### src/rtl/core/bounded_array_list_unit_macros.svh
// assertion macros for the bounded array list unit
`ifndef BOUNDED_ARRAY_LIST_UNIT_MACROS_SVH
`define BOUNDED_ARRAY_LIST_UNIT_MACROS_SVH

`ifndef SYNTHESIS
// same-cycle implication, disabled in reset
`define BAL_ASSERT_NOW(lbl, clk, rst_n, ante, cons, msg) \
  lbl: assert property (@(posedge clk) disable iff (!rst_n) (ante) |-> (cons)) \
    else $error(msg);
// next-cycle implication, disabled in reset
`define BAL_ASSERT_NEXT(lbl, clk, rst_n, ante, cons, msg) \
  lbl: assert property (@(posedge clk) disable iff (!rst_n) (ante) |=> (cons)) \
    else $error(msg);
`else
`define BAL_ASSERT_NOW(lbl, clk, rst_n, ante, cons, msg)
`define BAL_ASSERT_NEXT(lbl, clk, rst_n, ante, cons, msg)
`endif

`endif

### src/rtl/core/bal_pkg.sv
// shared types and constants for the bounded array list unit
`timescale 1ns / 1ps

package bal_pkg;

  // field widths
  localparam int OP_W   = 3;
  localparam int WORD_W = 64;
  localparam int POS_W  = 4;
  localparam int IDX_W  = 5;
  localparam int ST_W   = 2;
  localparam int CNT_W  = 5;
  localparam int CAP_W  = 5;

  typedef logic [OP_W-1:0] op_t;
  typedef logic [ST_W-1:0] status_t;

  // opcodes
  localparam op_t OP_APPEND       = 3'd0;
  localparam op_t OP_INSERT_FRONT = 3'd1;
  localparam op_t OP_READ_INDEX   = 3'd2;
  localparam op_t OP_READ_FIRST   = 3'd3;
  localparam op_t OP_READ_LAST    = 3'd4;
  localparam op_t OP_FIND         = 3'd5;

  // result status codes
  localparam status_t ST_OK    = 2'd0;
  localparam status_t ST_FULL  = 2'd1;
  localparam status_t ST_RANGE = 2'd2;
  localparam status_t ST_EMPTY = 2'd3;

  // found index when there is no match
  localparam logic signed [IDX_W-1:0] NO_INDEX = '1;

  localparam logic [CAP_W-1:0] CAP_RESET = 5'd10;

  // memory write modes
  typedef logic [1:0] wr_mode_t;
  localparam wr_mode_t WR_NONE   = 2'd0;
  localparam wr_mode_t WR_APPEND = 2'd1;
  localparam wr_mode_t WR_FRONT  = 2'd2;
  localparam wr_mode_t WR_SHIFT  = 2'd3;

  // memory read address modes
  typedef logic [2:0] rd_mode_t;
  localparam rd_mode_t RD_NONE = 3'd0;
  localparam rd_mode_t RD_POS  = 3'd1;
  localparam rd_mode_t RD_ZERO = 3'd2;
  localparam rd_mode_t RD_LAST = 3'd3;
  localparam rd_mode_t RD_DEC  = 3'd4;
  localparam rd_mode_t RD_INC  = 3'd5;

  // controller to datapath
  typedef struct packed {
    logic     load;
    logic     dispatch;
    wr_mode_t wr_mode;
    rd_mode_t rd_mode;
    logic     found_set;
    logic     finish;
  } cmd_t;

  // datapath to controller
  typedef struct packed {
    op_t  op;
    logic full;
    logic empty;
    logic pos_ok;
    logic ptr_zero;
    logic ptr_last;
    logic match;
    logic out_free;
  } sts_t;

endpackage

### src/rtl/core/bal_ifs.sv
// channel interfaces for the bounded array list unit
`timescale 1ns / 1ps

// operation channel
interface bal_in_if;
  logic                           valid;
  logic                           ready;
  logic [bal_pkg::OP_W-1:0]       opcode;
  logic [bal_pkg::WORD_W-1:0]     data_word;
  logic [bal_pkg::POS_W-1:0]      position;

  modport source (output valid, opcode, data_word, position, input ready);
  modport sink (input valid, opcode, data_word, position, output ready);
endinterface

// result channel
interface bal_out_if;
  logic                           valid;
  logic                           ready;
  logic [bal_pkg::WORD_W-1:0]     read_value;
  logic signed [bal_pkg::IDX_W-1:0] found_index;
  logic [bal_pkg::ST_W-1:0]       status;
  logic [bal_pkg::CNT_W-1:0]      entry_count;

  modport source (output valid, read_value, found_index, status, entry_count, input ready);
  modport sink (input valid, read_value, found_index, status, entry_count, output ready);
endinterface

// capacity register write channel
interface bal_cfg_if;
  logic                       valid;
  logic                       ready;
  logic [bal_pkg::CAP_W-1:0]  data;

  modport source (output valid, data, input ready);
  modport sink (input valid, data, output ready);
endinterface

### src/rtl/core/bounded_array_list_unit.sv
// top level of the bounded array list unit
//
//   channel   dir  payload                                          handshake
//   in_bus    in   opcode, data_word, position                      valid/ready
//   out_bus   out  read_value, found_index, status, entry_count     valid/ready
//   cfg_bus   in   data (list_capacity)                             valid/ready
//
// one transaction at a time; insert front and find walk the list entries one per cycle
// through the single memory read port.
// rst_n is synchronous, active low; the list comes up empty with capacity 10.
// a result waits in the output register while the next transaction is accepted;
// the list stalls before loading a new result until the old one is taken.
`timescale 1ns / 1ps

module bounded_array_list_unit #(
  parameter int DEPTH = 16
) (
  input logic       clk,
  input logic       rst_n,
  bal_in_if.sink    in_bus,
  bal_out_if.source out_bus,
  bal_cfg_if.sink   cfg_bus
);
  import bal_pkg::*;

`include "bounded_array_list_unit_macros.svh"

  cmd_t cmd;
  sts_t sts;

  // capacity register is always writable
  assign cfg_bus.ready = 1'b1;

  // controller
  bal_ctrl u_ctrl (
    .clk      (clk),
    .rst_n    (rst_n),
    .in_valid (in_bus.valid),
    .in_ready (in_bus.ready),
    .sts      (sts),
    .cmd      (cmd)
  );

  // datapath
  bal_dp #(
    .DEPTH (DEPTH)
  ) u_dp (
    .clk             (clk),
    .rst_n           (rst_n),
    .in_opcode       (in_bus.opcode),
    .in_data_word    (in_bus.data_word),
    .in_position     (in_bus.position),
    .cfg_valid       (cfg_bus.valid),
    .cfg_data        (cfg_bus.data),
    .cmd             (cmd),
    .sts             (sts),
    .out_valid       (out_bus.valid),
    .out_ready       (out_bus.ready),
    .out_read_value  (out_bus.read_value),
    .out_found_index (out_bus.found_index),
    .out_status      (out_bus.status),
    .out_entry_count (out_bus.entry_count)
  );

  // checks
  `BAL_ASSERT_NEXT(a_one_in_flight, clk, rst_n, in_bus.valid && in_bus.ready, !in_bus.ready, "new transaction taken while one is in flight")
  `BAL_ASSERT_NOW(a_found_is_ok, clk, rst_n, out_bus.valid && out_bus.found_index != NO_INDEX, out_bus.status == ST_OK && out_bus.read_value == '0, "match reported with a read value or an error status")
  `BAL_ASSERT_NOW(a_error_no_value, clk, rst_n, out_bus.valid && out_bus.status != ST_OK, out_bus.read_value == '0 && out_bus.found_index == NO_INDEX, "failed operation returned data")
  `BAL_ASSERT_NOW(a_finish_no_write, clk, rst_n, cmd.finish, cmd.wr_mode == WR_NONE && cmd.rd_mode == RD_NONE, "memory access while loading a result")

endmodule

### src/rtl/core/bal_ctrl.sv
// sequencing state machine for the bounded array list unit
`timescale 1ns / 1ps

module bal_ctrl (
  input  logic          clk,
  input  logic          rst_n,
  input  logic          in_valid,
  output logic          in_ready,
  input  bal_pkg::sts_t sts,
  output bal_pkg::cmd_t cmd
);
  import bal_pkg::*;

  localparam logic [2:0] S_IDLE     = 3'd0;
  localparam logic [2:0] S_DISPATCH = 3'd1;
  localparam logic [2:0] S_SHIFT    = 3'd2;
  localparam logic [2:0] S_FRONT    = 3'd3;
  localparam logic [2:0] S_FIND     = 3'd4;
  localparam logic [2:0] S_FINISH   = 3'd5;

  logic [2:0] state_r;
  logic [2:0] state_nxt;

  // state register
  always_ff @(posedge clk) begin
    if (!rst_n) begin
      state_r <= S_IDLE;
    end else begin
      state_r <= state_nxt;
    end
  end

  // next state and commands
  always_comb begin
    state_nxt     = state_r;
    in_ready      = 1'b0;
    cmd.load      = 1'b0;
    cmd.dispatch  = 1'b0;
    cmd.wr_mode   = WR_NONE;
    cmd.rd_mode   = RD_NONE;
    cmd.found_set = 1'b0;
    cmd.finish    = 1'b0;
    unique case (state_r)
      S_IDLE: begin
        in_ready = 1'b1;
        if (in_valid) begin
          cmd.load  = 1'b1;
          state_nxt = S_DISPATCH;
        end
      end
      S_DISPATCH: begin
        cmd.dispatch = 1'b1;
        state_nxt    = S_FINISH;
        unique case (sts.op)
          OP_APPEND: begin
            if (!sts.full) cmd.wr_mode = WR_APPEND;
          end
          OP_INSERT_FRONT: begin
            if (!sts.full) begin
              if (sts.empty) begin
                cmd.wr_mode = WR_FRONT;
              end else begin
                cmd.rd_mode = RD_LAST;
                state_nxt   = S_SHIFT;
              end
            end
          end
          OP_READ_INDEX: begin
            if (sts.pos_ok) cmd.rd_mode = RD_POS;
          end
          OP_READ_FIRST: begin
            if (!sts.empty) cmd.rd_mode = RD_ZERO;
          end
          OP_READ_LAST: begin
            if (!sts.empty) cmd.rd_mode = RD_LAST;
          end
          OP_FIND: begin
            if (!sts.empty) begin
              cmd.rd_mode = RD_ZERO;
              state_nxt   = S_FIND;
            end
          end
          default: begin
            state_nxt = S_FINISH;
          end
        endcase
      end
      // move the entry read last cycle one place back, read the one before it
      S_SHIFT: begin
        cmd.wr_mode = WR_SHIFT;
        if (sts.ptr_zero) begin
          state_nxt = S_FRONT;
        end else begin
          cmd.rd_mode = RD_DEC;
        end
      end
      S_FRONT: begin
        cmd.wr_mode = WR_FRONT;
        state_nxt   = S_FINISH;
      end
      // compare the entry read last cycle, fetch the next one
      S_FIND: begin
        if (sts.match) begin
          cmd.found_set = 1'b1;
          state_nxt     = S_FINISH;
        end else if (sts.ptr_last) begin
          state_nxt = S_FINISH;
        end else begin
          cmd.rd_mode = RD_INC;
        end
      end
      S_FINISH: begin
        if (sts.out_free) begin
          cmd.finish = 1'b1;
          state_nxt  = S_IDLE;
        end
      end
      default: begin
        state_nxt = S_IDLE;
      end
    endcase
  end

endmodule

### src/rtl/core/bal_dp.sv
// entry memory, fill counter and result register of the bounded array list unit
`timescale 1ns / 1ps

module bal_dp #(
  parameter int DEPTH = 16
) (
  input  logic                             clk,
  input  logic                             rst_n,
  input  logic [bal_pkg::OP_W-1:0]         in_opcode,
  input  logic [bal_pkg::WORD_W-1:0]       in_data_word,
  input  logic [bal_pkg::POS_W-1:0]        in_position,
  input  logic                             cfg_valid,
  input  logic [bal_pkg::CAP_W-1:0]        cfg_data,
  input  bal_pkg::cmd_t                    cmd,
  output bal_pkg::sts_t                    sts,
  output logic                             out_valid,
  input  logic                             out_ready,
  output logic [bal_pkg::WORD_W-1:0]       out_read_value,
  output logic signed [bal_pkg::IDX_W-1:0] out_found_index,
  output logic [bal_pkg::ST_W-1:0]         out_status,
  output logic [bal_pkg::CNT_W-1:0]        out_entry_count
);
  import bal_pkg::*;

  localparam int AW   = (DEPTH > 1) ? $clog2(DEPTH) : 1;
  localparam int CW   = $clog2(DEPTH + 1);
  localparam int CMPW = (CW > CAP_W) ? CW : CAP_W;
  localparam int PW   = (CW > POS_W) ? CW : POS_W;

  logic [WORD_W-1:0] mem [DEPTH];
  logic [WORD_W-1:0] rdata_r;

  logic [CAP_W-1:0]  cap_r;
  logic [CW-1:0]     fill_r;
  logic [CW-1:0]     fill_nxt;
  logic [AW-1:0]     ptr_r;

  logic [OP_W-1:0]   op_r;
  logic [WORD_W-1:0] word_r;
  logic [POS_W-1:0]  pos_r;

  status_t                  res_status_r;
  logic                     read_ok_r;
  logic signed [IDX_W-1:0]  found_r;

  logic                     out_valid_r;
  logic                     out_valid_nxt;
  logic [WORD_W-1:0]        out_value_r;
  logic signed [IDX_W-1:0]  out_found_r;
  status_t                  out_status_r;
  logic [CNT_W-1:0]         out_count_r;

  logic              full;
  logic              empty;
  logic              pos_ok;
  logic [CW-1:0]     fill_m1;
  logic              mem_we;
  logic [AW-1:0]     wr_addr;
  logic [WORD_W-1:0] wr_data;
  logic              mem_re;
  logic [AW-1:0]     rd_addr;
  status_t           op_status;
  logic              op_reads;

  // capacity register
  always_ff @(posedge clk) begin
    if (!rst_n) begin
      cap_r <= CAP_RESET;
    end else if (cfg_valid) begin
      cap_r <= cfg_data;
    end
  end

  // operation latch
  always_ff @(posedge clk) begin
    if (cmd.load) begin
      op_r   <= in_opcode;
      word_r <= in_data_word;
      pos_r  <= in_position;
    end
  end

  // list condition flags, capacity saturates at the storage depth
  assign fill_m1 = fill_r - CW'(1);
  assign empty   = (fill_r == '0);
  assign full    = (fill_r == CW'(DEPTH)) || (CMPW'(fill_r) >= CMPW'(cap_r));
  assign pos_ok  = (PW'(pos_r) < PW'(fill_r));

  // write port select
  always_comb begin
    mem_we  = 1'b1;
    wr_addr = '0;
    wr_data = word_r;
    case (cmd.wr_mode)
      WR_APPEND: wr_addr = AW'(fill_r);
      WR_FRONT:  wr_addr = '0;
      WR_SHIFT: begin
        wr_addr = ptr_r + AW'(1);
        wr_data = rdata_r;
      end
      default:   mem_we = 1'b0;
    endcase
  end

  // read port select
  always_comb begin
    mem_re  = 1'b1;
    rd_addr = '0;
    case (cmd.rd_mode)
      RD_POS:  rd_addr = AW'(pos_r);
      RD_ZERO: rd_addr = '0;
      RD_LAST: rd_addr = AW'(fill_m1);
      RD_DEC:  rd_addr = ptr_r - AW'(1);
      RD_INC:  rd_addr = ptr_r + AW'(1);
      default: mem_re = 1'b0;
    endcase
  end

  // entry memory, one write and one registered read per cycle
  always_ff @(posedge clk) begin
    if (mem_we) begin
      mem[wr_addr] <= wr_data;
    end
  end

  always_ff @(posedge clk) begin
    if (mem_re) begin
      rdata_r <= mem[rd_addr];
    end
  end

  // walk pointer follows the last read address
  always_ff @(posedge clk) begin
    if (mem_re) begin
      ptr_r <= rd_addr;
    end
  end

  // fill counter
  always_comb begin
    fill_nxt = fill_r;
    if (cmd.wr_mode == WR_APPEND || cmd.wr_mode == WR_FRONT) begin
      fill_nxt = fill_r + CW'(1);
    end
  end

  always_ff @(posedge clk) begin
    if (!rst_n) begin
      fill_r <= '0;
    end else begin
      fill_r <= fill_nxt;
    end
  end

  // status of the operation, judged on the fill before it
  always_comb begin
    op_status = ST_OK;
    op_reads  = 1'b0;
    case (op_r) inside
      OP_APPEND, OP_INSERT_FRONT: begin
        if (full) op_status = ST_FULL;
      end
      OP_READ_INDEX: begin
        if (pos_ok) op_reads = 1'b1;
        else op_status = ST_RANGE;
      end
      OP_READ_FIRST, OP_READ_LAST: begin
        if (empty) op_status = ST_EMPTY;
        else op_reads = 1'b1;
      end
      default: op_status = ST_OK;
    endcase
  end

  always_ff @(posedge clk) begin
    if (cmd.dispatch) begin
      res_status_r <= op_status;
      read_ok_r    <= op_reads;
    end
  end

  // search result
  always_ff @(posedge clk) begin
    if (cmd.dispatch) begin
      found_r <= NO_INDEX;
    end else if (cmd.found_set) begin
      found_r <= $signed(IDX_W'(ptr_r));
    end
  end

  // result register
  always_comb begin
    out_valid_nxt = out_valid_r;
    if (cmd.finish) begin
      out_valid_nxt = 1'b1;
    end else if (out_ready) begin
      out_valid_nxt = 1'b0;
    end
  end

  always_ff @(posedge clk) begin
    if (!rst_n) begin
      out_valid_r <= 1'b0;
    end else begin
      out_valid_r <= out_valid_nxt;
    end
  end

  always_ff @(posedge clk) begin
    if (cmd.finish) begin
      out_value_r  <= read_ok_r ? rdata_r : '0;
      out_found_r  <= found_r;
      out_status_r <= res_status_r;
      out_count_r  <= CNT_W'(fill_r);
    end
  end

  // status to the controller
  assign sts.op       = op_r;
  assign sts.full     = full;
  assign sts.empty    = empty;
  assign sts.pos_ok   = pos_ok;
  assign sts.ptr_zero = (ptr_r == '0);
  assign sts.ptr_last = (CW'(ptr_r) == fill_m1);
  assign sts.match    = (rdata_r == word_r);
  assign sts.out_free = !out_valid_r || out_ready;

  assign out_valid       = out_valid_r;
  assign out_read_value  = out_value_r;
  assign out_found_index = out_found_r;
  assign out_status      = out_status_r;
  assign out_entry_count = out_count_r;

endmodule
### src/flat_wrapper.sv
// flat-port wrapper written by rule: the top's interface ports become plain ports
module bounded_array_list_unit_flat import bal_pkg::*;
#(
  parameter int DEPTH = 16
)
  (clk, rst_n, in_bus_valid, in_bus_opcode, in_bus_data_word, in_bus_position, in_bus_ready, out_bus_valid, out_bus_read_value, out_bus_found_index, out_bus_status, out_bus_entry_count, out_bus_ready, cfg_bus_valid, cfg_bus_data, cfg_bus_ready);
  bal_in_if in_bus_i ();
  bal_out_if out_bus_i ();
  bal_cfg_if cfg_bus_i ();
  input logic clk;
  input logic rst_n;
  input wire logic [$bits(in_bus_i.valid)-1:0] in_bus_valid;
  input wire logic [$bits(in_bus_i.opcode)-1:0] in_bus_opcode;
  input wire logic [$bits(in_bus_i.data_word)-1:0] in_bus_data_word;
  input wire logic [$bits(in_bus_i.position)-1:0] in_bus_position;
  output wire logic [$bits(in_bus_i.ready)-1:0] in_bus_ready;
  output wire logic [$bits(out_bus_i.valid)-1:0] out_bus_valid;
  output wire logic [$bits(out_bus_i.read_value)-1:0] out_bus_read_value;
  output wire logic [$bits(out_bus_i.found_index)-1:0] out_bus_found_index;
  output wire logic [$bits(out_bus_i.status)-1:0] out_bus_status;
  output wire logic [$bits(out_bus_i.entry_count)-1:0] out_bus_entry_count;
  input wire logic [$bits(out_bus_i.ready)-1:0] out_bus_ready;
  input wire logic [$bits(cfg_bus_i.valid)-1:0] cfg_bus_valid;
  input wire logic [$bits(cfg_bus_i.data)-1:0] cfg_bus_data;
  output wire logic [$bits(cfg_bus_i.ready)-1:0] cfg_bus_ready;
  assign in_bus_i.valid = in_bus_valid;
  assign in_bus_i.opcode = in_bus_opcode;
  assign in_bus_i.data_word = in_bus_data_word;
  assign in_bus_i.position = in_bus_position;
  assign in_bus_ready = in_bus_i.ready;
  assign out_bus_valid = out_bus_i.valid;
  assign out_bus_read_value = out_bus_i.read_value;
  assign out_bus_found_index = out_bus_i.found_index;
  assign out_bus_status = out_bus_i.status;
  assign out_bus_entry_count = out_bus_i.entry_count;
  assign out_bus_i.ready = out_bus_ready;
  assign cfg_bus_i.valid = cfg_bus_valid;
  assign cfg_bus_i.data = cfg_bus_data;
  assign cfg_bus_ready = cfg_bus_i.ready;
  bounded_array_list_unit #(.DEPTH(DEPTH)) u_core (.clk(clk), .rst_n(rst_n), .in_bus(in_bus_i), .out_bus(out_bus_i), .cfg_bus(cfg_bus_i));
endmodule
### config.mk
export PLATFORM = sky130hd
export DESIGN_NAME = bounded_array_list_unit_flat
export DESIGN_NICKNAME = d
export VERILOG_FILES = /design/src/rtl/core/bal_pkg.sv /design/src/rtl/core/bal_ifs.sv /design/src/rtl/core/bounded_array_list_unit.sv /design/src/rtl/core/bal_ctrl.sv /design/src/rtl/core/bal_dp.sv /design/src/flat_wrapper.sv
export VERILOG_INCLUDE_DIRS = /design/src /design/src/rtl/core
export SDC_FILE = /design/constraint.sdc
export NUM_CORES = 2
export LEC_CHECK = 0
export ABC_CLOCK_PERIOD_IN_PS = 16800
export BUFFER_PORTS_ARGS = -buffer_cell sky130_fd_sc_hd__buf_2
export CORE_ASPECT_RATIO = 0.6
export CORE_MARGIN = 2
export CORE_UTILIZATION = 30
export CTS_CLUSTER_DIAMETER = 60
export DETAILED_ROUTE_END_ITERATION = 10
export GPL_ROUTABILITY_DRIVEN = 1
export PLACE_DENSITY_LB_ADDON = 0.2
export SYNTH_ARGS = -nofsm -noshare
export SYNTH_HDL_FRONTEND = slang
export SYNTH_SLANG_ARGS = --single-unit
### constraint.sdc
create_clock -name clk -period 16.8 [get_ports clk]
set_input_delay 3.36 -clock clk [delete_from_list [all_inputs] [get_ports clk]]
set_output_delay 3.36 -clock clk [all_outputs]
set_load 0.05 [all_outputs]
==> After elaboration in Yosys (flattened, before gate mapping) <==
Memories as Yosys holds them, arrays and structs flattened. A register that Yosys moved wholly into a read port is not among the register bits.
Index checks and enable logic that the tools add are counted.
{ "classes": {"order_cmp": 2, "eq_ne": 25, "muxes": 50, "add_sub_neg": 4, "n_reduce_logical": 15} }
{ "ops": {"columns": ["cell", "n"], "rows": [
  ["$eq 64x64->1", 1],
  ["$mux 64", 1],
  ["$mux 3", 10],
  ["$mux 1", 22],
  ["$eq 3x2->1 const B", 6],
  ["$eq 3x3->1 const B", 6],
  ["$pmux 3 s6", 1],
  ["$mux 2", 8],
  ["$pmux 4 s4", 1],
  ["$pmux 3 s4", 1],
  ["$eq 3x1->1 const B", 3],
  ["$pmux 3 s3", 1],
  ["$pmux 4 s2", 1],
  ["$logic_not 3->1", 2],
  ["$pmux 2 s3", 1],
  ["$pmux 3 s2", 1],
  ["$reduce_or 2->1", 3],
  ["$add 5x1->5 const B", 1],
  ["$eq 4x5->1", 1],
  ["$eq 5x5->1 const B", 1],
  ["$ge 5x5->1", 1],
  ["$logic_not 5->1", 1],
  ["$lt 4x5->1", 1],
  ["$mux 5", 1],
  ["other kinds (16)", 20]
]} }
{ "word_totals": {"input_bits": 81, "ff_bits": 173, "output_inout_bits": 79, "ram_bits": 1024, "word_cells": 112, "memories": 1} }
{ "mem_list": {"columns": ["memory", "words", "width", "read_ports", "rd_ports_with_merged_regs", "wr", "line_no", "rtl"], "rows": [
  ["u_core.u_dp.mem", 16, 64, 1, 1, 1, "bal_dp.sv:30", "logic [WORD_W-1:0] mem [DEPTH];"]
]} }

==> Depth between registers and ports, before layout <==
{ "depth": {"word_depth": 10, "mapped_depth": 18, "depth_no_buf": 16} }

==> Cells and area by module <==
Synthesis repeated with hierarchy kept, for this count alone.
{ "unflattened": {"cells_unflattened": 3103, "hier_area_um2": 50734.9} }
{ "modules_own_cells": {"columns": ["module", "cells_per_inst", "area_per_inst_um2", "seq_area_each_um2", "n_inst"], "rows": [
  ["bal_dp", 3046, 50335.8, 37616.1, 1],
  ["bal_ctrl", 55, 387.9, 60.1, 1],
  ["bounded_array_list_unit", 2, 11.3, 0.0, 1]
]} }

==> Worst setup path before layout <==
No wires, ideal clock.
{ "synth_timing": {"path_type": "reg-to-reg", "from": "register u_core.u_dp.fill_r[0]", "to": "register u_core.u_dp.ptr_r[0], enable pin", "t_required_ns": 16.212, "path_stages_with_launch": 10, "path_slack_ns": 9.495, "period_less_slack_ns": 7.305, "setup_ns": 0.588, "n_path_buf": 1, "t_arrival_ns": 6.718, "cell_sequence": "dfxtp_1 > buf_4 > inv_1 > ha_1 > nand2b_1 > a2111oi_1 > nor3b_1 > o211ai_1 > nor2_1 > o21ai_0"} }
{ "synth_between": {"elab_chain_cells": 8, "elab_cells_between_ends": 22, "cone_classes": "add/sub: 1; order compare: 2; eq/ne: 7; mux: 9; reduce/logical: 3"} }
{ "synth_rtl": {"columns": ["item", "line_no", "rtl"], "rows": [
  ["from (decl)", "bal_dp.sv:34", "logic [CW-1:0] fill_r;"],
  ["from (signal assigned)", "bal_dp.sv:151", "fill_r <= fill_nxt;"],
  ["$sub 5x1->5 *", "bal_dp.sv:84", "assign fill_m1 = fill_r - CW'(1);"],
  ["named net u_core.u_dp.fill_m1[0]", "bal_dp.sv:56", "logic [CW-1:0] fill_m1;"],
  ["$eq 4x5->1 *", "bal_dp.sv:224", "assign sts.ptr_last = (CW'(ptr_r) == fill_m1);"],
  ["$mux 3 *", "bal_ctrl.sv:106", "end else if (sts.ptr_last) begin"],
  ["$mux 3 *", "bal_ctrl.sv:103", "if (sts.match) begin"],
  ["$pmux 3 s3 *", "bal_ctrl.sv:43", "unique case (state_r)"],
  ["$eq 3x3->1, or another cell as far along", "bal_dp.sv:109", "case (cmd.rd_mode)"],
  ["$reduce_or 5->1 (no source line) *", null, null],
  ["$mux 1 *", "bal_dp.sv:109", null],
  ["named net u_core.u_dp.mem_re", "bal_dp.sv:60", "logic mem_re;"],
  ["to (signal assigned)", "bal_dp.sv:135", "ptr_r <= rd_addr;"],
  ["to (decl)", "bal_dp.sv:36", "logic [AW-1:0] ptr_r;"]
]} }
The timed path passes the listed nets; every way through them passes the cells marked *.
A chain may end at the register's enable or synchronous reset.

==> Final worst setup path <==
{ "layout_timing": {"from": "register u_core.u_dp.fill_r[0]", "to": "memory u_core.u_dp.mem[2][39], enable pin"} }
{ "layout_between": {"elab_chain_cells": 10, "elab_cells_between_ends": 17, "cone_classes": "order compare: 1; eq/ne: 4; mux: 9; reduce/logical: 3"} }
{ "layout_rtl": {"columns": ["item", "line_no", "rtl"], "rows": [
  ["$ge 5x5->1, or another cell as far along", "bal_dp.sv:86", "assign full = (fill_r == CW'(DEPTH)) || (CMPW'(fill_r) >= CMPW'(cap_r));"],
  ["$logic_or 1x1->1 or $mux 2 (tied branches)", "bal_dp.sv:86, bal_ctrl.sv:60", null],
  ["$mux 5 or $mux 1 (tied branches)", "bal_ctrl.sv:59, bal_ctrl.sv:56", null],
  ["$pmux 2 s2", "bal_ctrl.sv:54", "unique case (sts.op)"],
  ["$pmux 2 s3", "bal_ctrl.sv:43", null],
  ["$eq 2x1->1 or $eq 2x2->1 (tied branches)", "bal_dp.sv:94", "case (cmd.wr_mode)"],
  ["$reduce_or 3->1 (no source line)", null, null],
  ["$mux 1", "bal_dp.sv:94", null],
  ["$mux 1", "bal_dp.sv:121", "if (mem_we) begin"],
  ["$mux 1 (not written as such)", "bal_dp.sv:122", "mem[wr_addr] <= wr_data;"],
  ["to (decl)", "bal_dp.sv:30", null]
]} }
Several ways; a longest one is shown, not always the timed one.

==> results.sh <==
export IMPL_outcome="finished, final reports clean"
export IMPL_initial_utilization=0.301
export IMPL_area_growth_pct=14.7
export IMPL_root_buffer="clkbuf_16"
export IMPL_hpwl_mm=82.8
export IMPL_cts_path_max_buffers=3
export IMPL_antenna_found_initial=3
export IMPL_hold_path_startpoint="u_core.u_dp.res_status_r[0]$_DFFE_PP_"
export IMPL_max_freq_mhz=146
export IMPL_ys_types=69
export IMPL_vias=29000
export IMPL_crit_chain="inv_1 -> ha_1 -> nand2b_1 -> a2111oi_1 -> nor3b_1 -> a2111oi_0 -> a41oi_1 -> or2_2 -> inv_1 -> ha_4 -> nand2_1 -> and2_1 -> o22a_1 -> o32ai_1 -> nor2b_4 -> buf_4"
export IMPL_fin_nets=3561
export IMPL_io_pins=160
export IMPL_synth_nets=3424
export IMPL_synthFlopType="edfxtp_1"
export IMPL_grt_use_total=0.176
export IMPL_yosys_area_top_type="edfxtp_1"
export IMPL_setup_tns_ps=0
export IMPL_slew_headroom=0.254
export IMPL_postCtsHoldBufs=0
export IMPL_grt_pass1_vias=28000
export IMPL_total_power_uw=7400
export IMPL_ys_seq_area_frac=0.753
export IMPL_clk_pin_slew_ps=60
export IMPL_r2r_end="u_core.u_dp.mem[2][39]$_DFFE_PP_"
export IMPL_drc=0
export IMPL_finalSetupViolCount=0
export IMPL_critPathSlowestCell="nor2b_4"
export IMPL_period_share=0.407
export IMPL_vias_per_cell=5.00
export IMPL_multi_input_area_um2=11600
export IMPL_worstHoldPathType="flop to flop"
export IMPL_crit_arrival_ps=7200
export IMPL_grt_max_degree=179
export IMPL_postLayoutCoreUtil=0.345
export IMPL_clock_skew_ps=40.1
export IMPL_hold_viol_final=0
export IMPL_power_density_nw_per_um2=129
export IMPL_portBuffers=158
export IMPL_slowest_delay_ps=940
export IMPL_routed_wl_mm=152
export IMPL_min_path_cells=0
export IMPL_ant_nets=0
export IMPL_endpoint_kind="flop"
export IMPL_setup_worst_path_start_class="flop"
export IMPL_cts_tree="built"
export IMPL_rr_startpoint="u_core.u_dp.fill_r[0]$_SDFFE_PN0P_"
export IMPL_slew_viol_final=0
export IMPL_worstMarginPinSlew_ps=1110
export IMPL_synthArstFlopShare=0
export IMPL_r2r_cells=16
export IMPL_first_iter_violations=3118
export IMPL_critPathMaxFanout=44
export IMPL_die_area_um2=170000
export IMPL_irDropWorstVdd_v=0.0000589
export IMPL_core_area_um2=166000
export IMPL_num_rows=116
export IMPL_die_h_um=320
export IMPL_drive_gt1_frac=0.136
export IMPL_crit_type="flop to flop"
export IMPL_cap_violations=0
export IMPL_crit_top_cell="inv_1"
export IMPL_gp_congestion=0.764
export IMPL_drt_first_pass_iters=7
export IMPL_cts_resized=0
export IMPL_regArea_um2=37700
export IMPL_grt_ovfl_total=0
export IMPL_rsz0062_at_grt="no"
export IMPL_die_w_um=531
export IMPL_grt_pass1_wl_mm=215
export IMPL_syn_area_um2=50000
export IMPL_postCtsSetupBuffers=0
export IMPL_fin_crit_ps=6840
export IMPL_setup_slack_ps=9960
export IMPL_synth_area_leaders="edfxtp_1 75%, nand2_1 4.1%, a21oi_1 2.6%"
export IMPL_synth_avg_cell_area_um2=15.0
export IMPL_clk_latency_ps=770
export IMPL_synth_warnings=0
export IMPL_synth_seq_cells=1261
export IMPL_htreeDepth=4
export IMPL_cts_buffers=132
export IMPL_clkSinkCount=1261
export IMPL_synth_edff_count=1242
export IMPL_yosysTopAreaCellShare=0.745
export IMPL_required_ps=17160
export IMPL_power_leakage_uw=0.0179
export IMPL_post_drt_wl_per_cell_um=26.3
export IMPL_holdPathEnd="u_core.u_dp.out_status[0]$_DFFE_PP_"
export IMPL_synthCells=3327
export IMPL_r2r_setup_slack_ps=9960
export IMPL_dpl_worst_slack_ps=10030
export IMPL_fillers=16000
==> flip-flops by register name, summed over array words and instances, names as in the netlist <==
| signal | cells |
|---|---|
| u_core.u_dp.pos_r | 4 |
| u_core.u_dp.res_status_r | 2 |
| u_core.u_dp.fill_r | 5 |
| u_core.u_dp.op_r | 3 |
| u_core.u_dp.read_ok_r | 1 |
| u_core.u_dp.out_found_index | 5 |
| u_core.u_dp.word_r | 64 |
| u_core.u_dp.out_valid | 1 |
| u_core.u_dp.out_read_value | 64 |
| u_core.u_dp.ptr_r | 4 |
| u_core.u_dp.found_r | 5 |
| u_core.u_ctrl.state_r | 3 |
| u_core.u_dp.mem | 1024 |
| u_core.u_dp.rdata_r | 64 |
| u_core.u_dp.out_status | 2 |
| u_core.u_dp.out_entry_count | 5 |
| u_core.u_dp.cap_r | 5 |
==> metrics by stage <==
stage / hold WS [ps] / cells / cell area (um2)
after floorplan: 400 / 3327 / 50000
after global placement: 411 / 5572 / 53400
after detailed placement: 419 / 5572 / 53400
after CTS: 434 / 5798 / 57400
after global routing: 439 / 5800 / 57400
final: 430 / 5801 / 57400
==> logic make-up (layout without fill, tap and decap cells) <==
family | Yosys count | count (layout) | share of synthesized area
other | 1 | 4 | 0.0000750
AOI/OAI and AO/OA | 696 | 696 | 0.0970
buffers and inverters | 224 | 453 | 0.0190
xor gates and xnor gates | 77 | 77 | 0.0138
muxes | 137 | 137 | 0.0291
adders and majority gates | 16 | 16 | 0.00400
DFF | 1261 | 1261 | 0.753
and+or+nand+nor | 915 | 915 | 0.0841
==> cells in the mapped netlist, types with 2 or more instances <==
master,n
o21a_1,3
a21oi_2,4
a311oi_1,62
a31o_1,62
clkbuf_1,125
nand2_1,541
nand2b_1,10
and3_1,2
inv_1,14
nor2b_1,11
nor3_1,7
xnor2_1,9
a21oi_1,263
o21ai_0,10
or2_1,2
a22o_1,64
and2_1,195
inv_2,4
buf_1,29
buf_2,40
nand4_1,6
a22oi_1,65
xor2_1,67
a21boi_0,3
nand3_1,73
nor4_2,2
edfxtp_1,1242
o21ai_1,2
mux2i_1,71
buf_4,8
or2_2,2
a2bb2oi_1,2
nor2_1,38
nor4_1,16
o211ai_1,8
dfxtp_1,19
a211oi_1,127
a2111oi_0,2
and2_0,2
ha_1,16
nand3b_1,3
mux2_2,66
buf_6,4
==> per-layer routing <==
metal / routed length, um / share of wire / track usage
met1: 73200 / 0.48 / 0.266
met5: 0 / 0 / 0
met4: 2890 / 0.019 / 0.0460
met2: 67300 / 0.44 / 0.262
met3: 8840 / 0.058 / 0.0275
==> worst max-delay path by stage <==
stage | slack, ps | depth (start not counted) | from | endpoint
finish | 9960 | 16 | u_core.u_dp.fill_r[0]$_SDFFE_PN0P_ | u_core.u_dp.mem[2][39]$_DFFE_PP_
global route | 9600 | 16 | u_core.u_dp.fill_r[0]$_SDFFE_PN0P_ | u_core.u_dp.mem[2][39]$_DFFE_PP_
CTS | 9970 | 16 | u_core.u_dp.fill_r[0]$_SDFFE_PN0P_ | u_core.u_dp.mem[2][39]$_DFFE_PP_
detailed placement | 10030 | 16 | u_core.u_dp.fill_r[0]$_SDFFE_PN0P_ | u_core.u_dp.mem[2][27]$_DFFE_PP_
global placement | 10110 | 16 | u_core.u_dp.fill_r[0]$_SDFFE_PN0P_ | u_core.u_dp.mem[2][38]$_DFFE_PP_
floorplan | 9490 | 9 | u_core.u_dp.fill_r[0]$_SDFFE_PN0P_ | u_core.u_dp.ptr_r[0]$_DFFE_PP_
==> placed cells by master (no fill, tap or decap), drive strengths merged, types with 11 or more instances in the layout <==
| master | instances |
|---|---|
| ha | 16 |
| nor4 | 18 |
| xor2 | 67 |
| a22o | 64 |
| clkinv | 45 |
| nor2b | 11 |
| a22oi | 65 |
| buf | 209 |
| a311oi | 62 |
| dfxtp | 19 |
| o21ai | 12 |
| edfxtp | 1242 |
| clkbuf | 163 |
| nor2 | 38 |
| mux2 | 66 |
| a211oi | 127 |
| nand3 | 74 |
| inv | 30 |
| and2 | 197 |
| a31o | 62 |
| nand2 | 541 |
| a21oi | 267 |
| mux2i | 71 |
==> critical path, delay by kind of cell, from the launching register on <==
kind | cells | cell delay (ps)
AO/OA/AOI/OAI | 5 | 1730
flip-flops | 1 | 600
buffers and inverters | 3 | 1310
adder cells (fa/ha/maj) | 2 | 760
AND/OR/NAND/NOR | 6 | 1930
==> cell type report <==
| type | count | area share |
|---|---|---|
| Clock inverter | 63 | 0.00987 |
| Clock buffer | 163 | 0.0599 |
| Tap cell | 2242 | 0.0489 |
| Antenna cell | 3 | 0.000131 |
| Sequential cell | 1261 | 0.656 |
| Multi-Input combinational cell | 1842 | 0.202 |
| Inverter | 18 | 0.00144 |
| Timing Repair Buffer | 209 | 0.0211 |
==> power by group <==
part,internal (uW),switching [uW],total [uW],leakage (uW)
Clock,1530,1270,2800,0.00194
Sequential,3610,77.4,3680,0.0114
Combinational,267,643,910,0.00458
No activity file was read; power rests on OpenSTA's default activity.
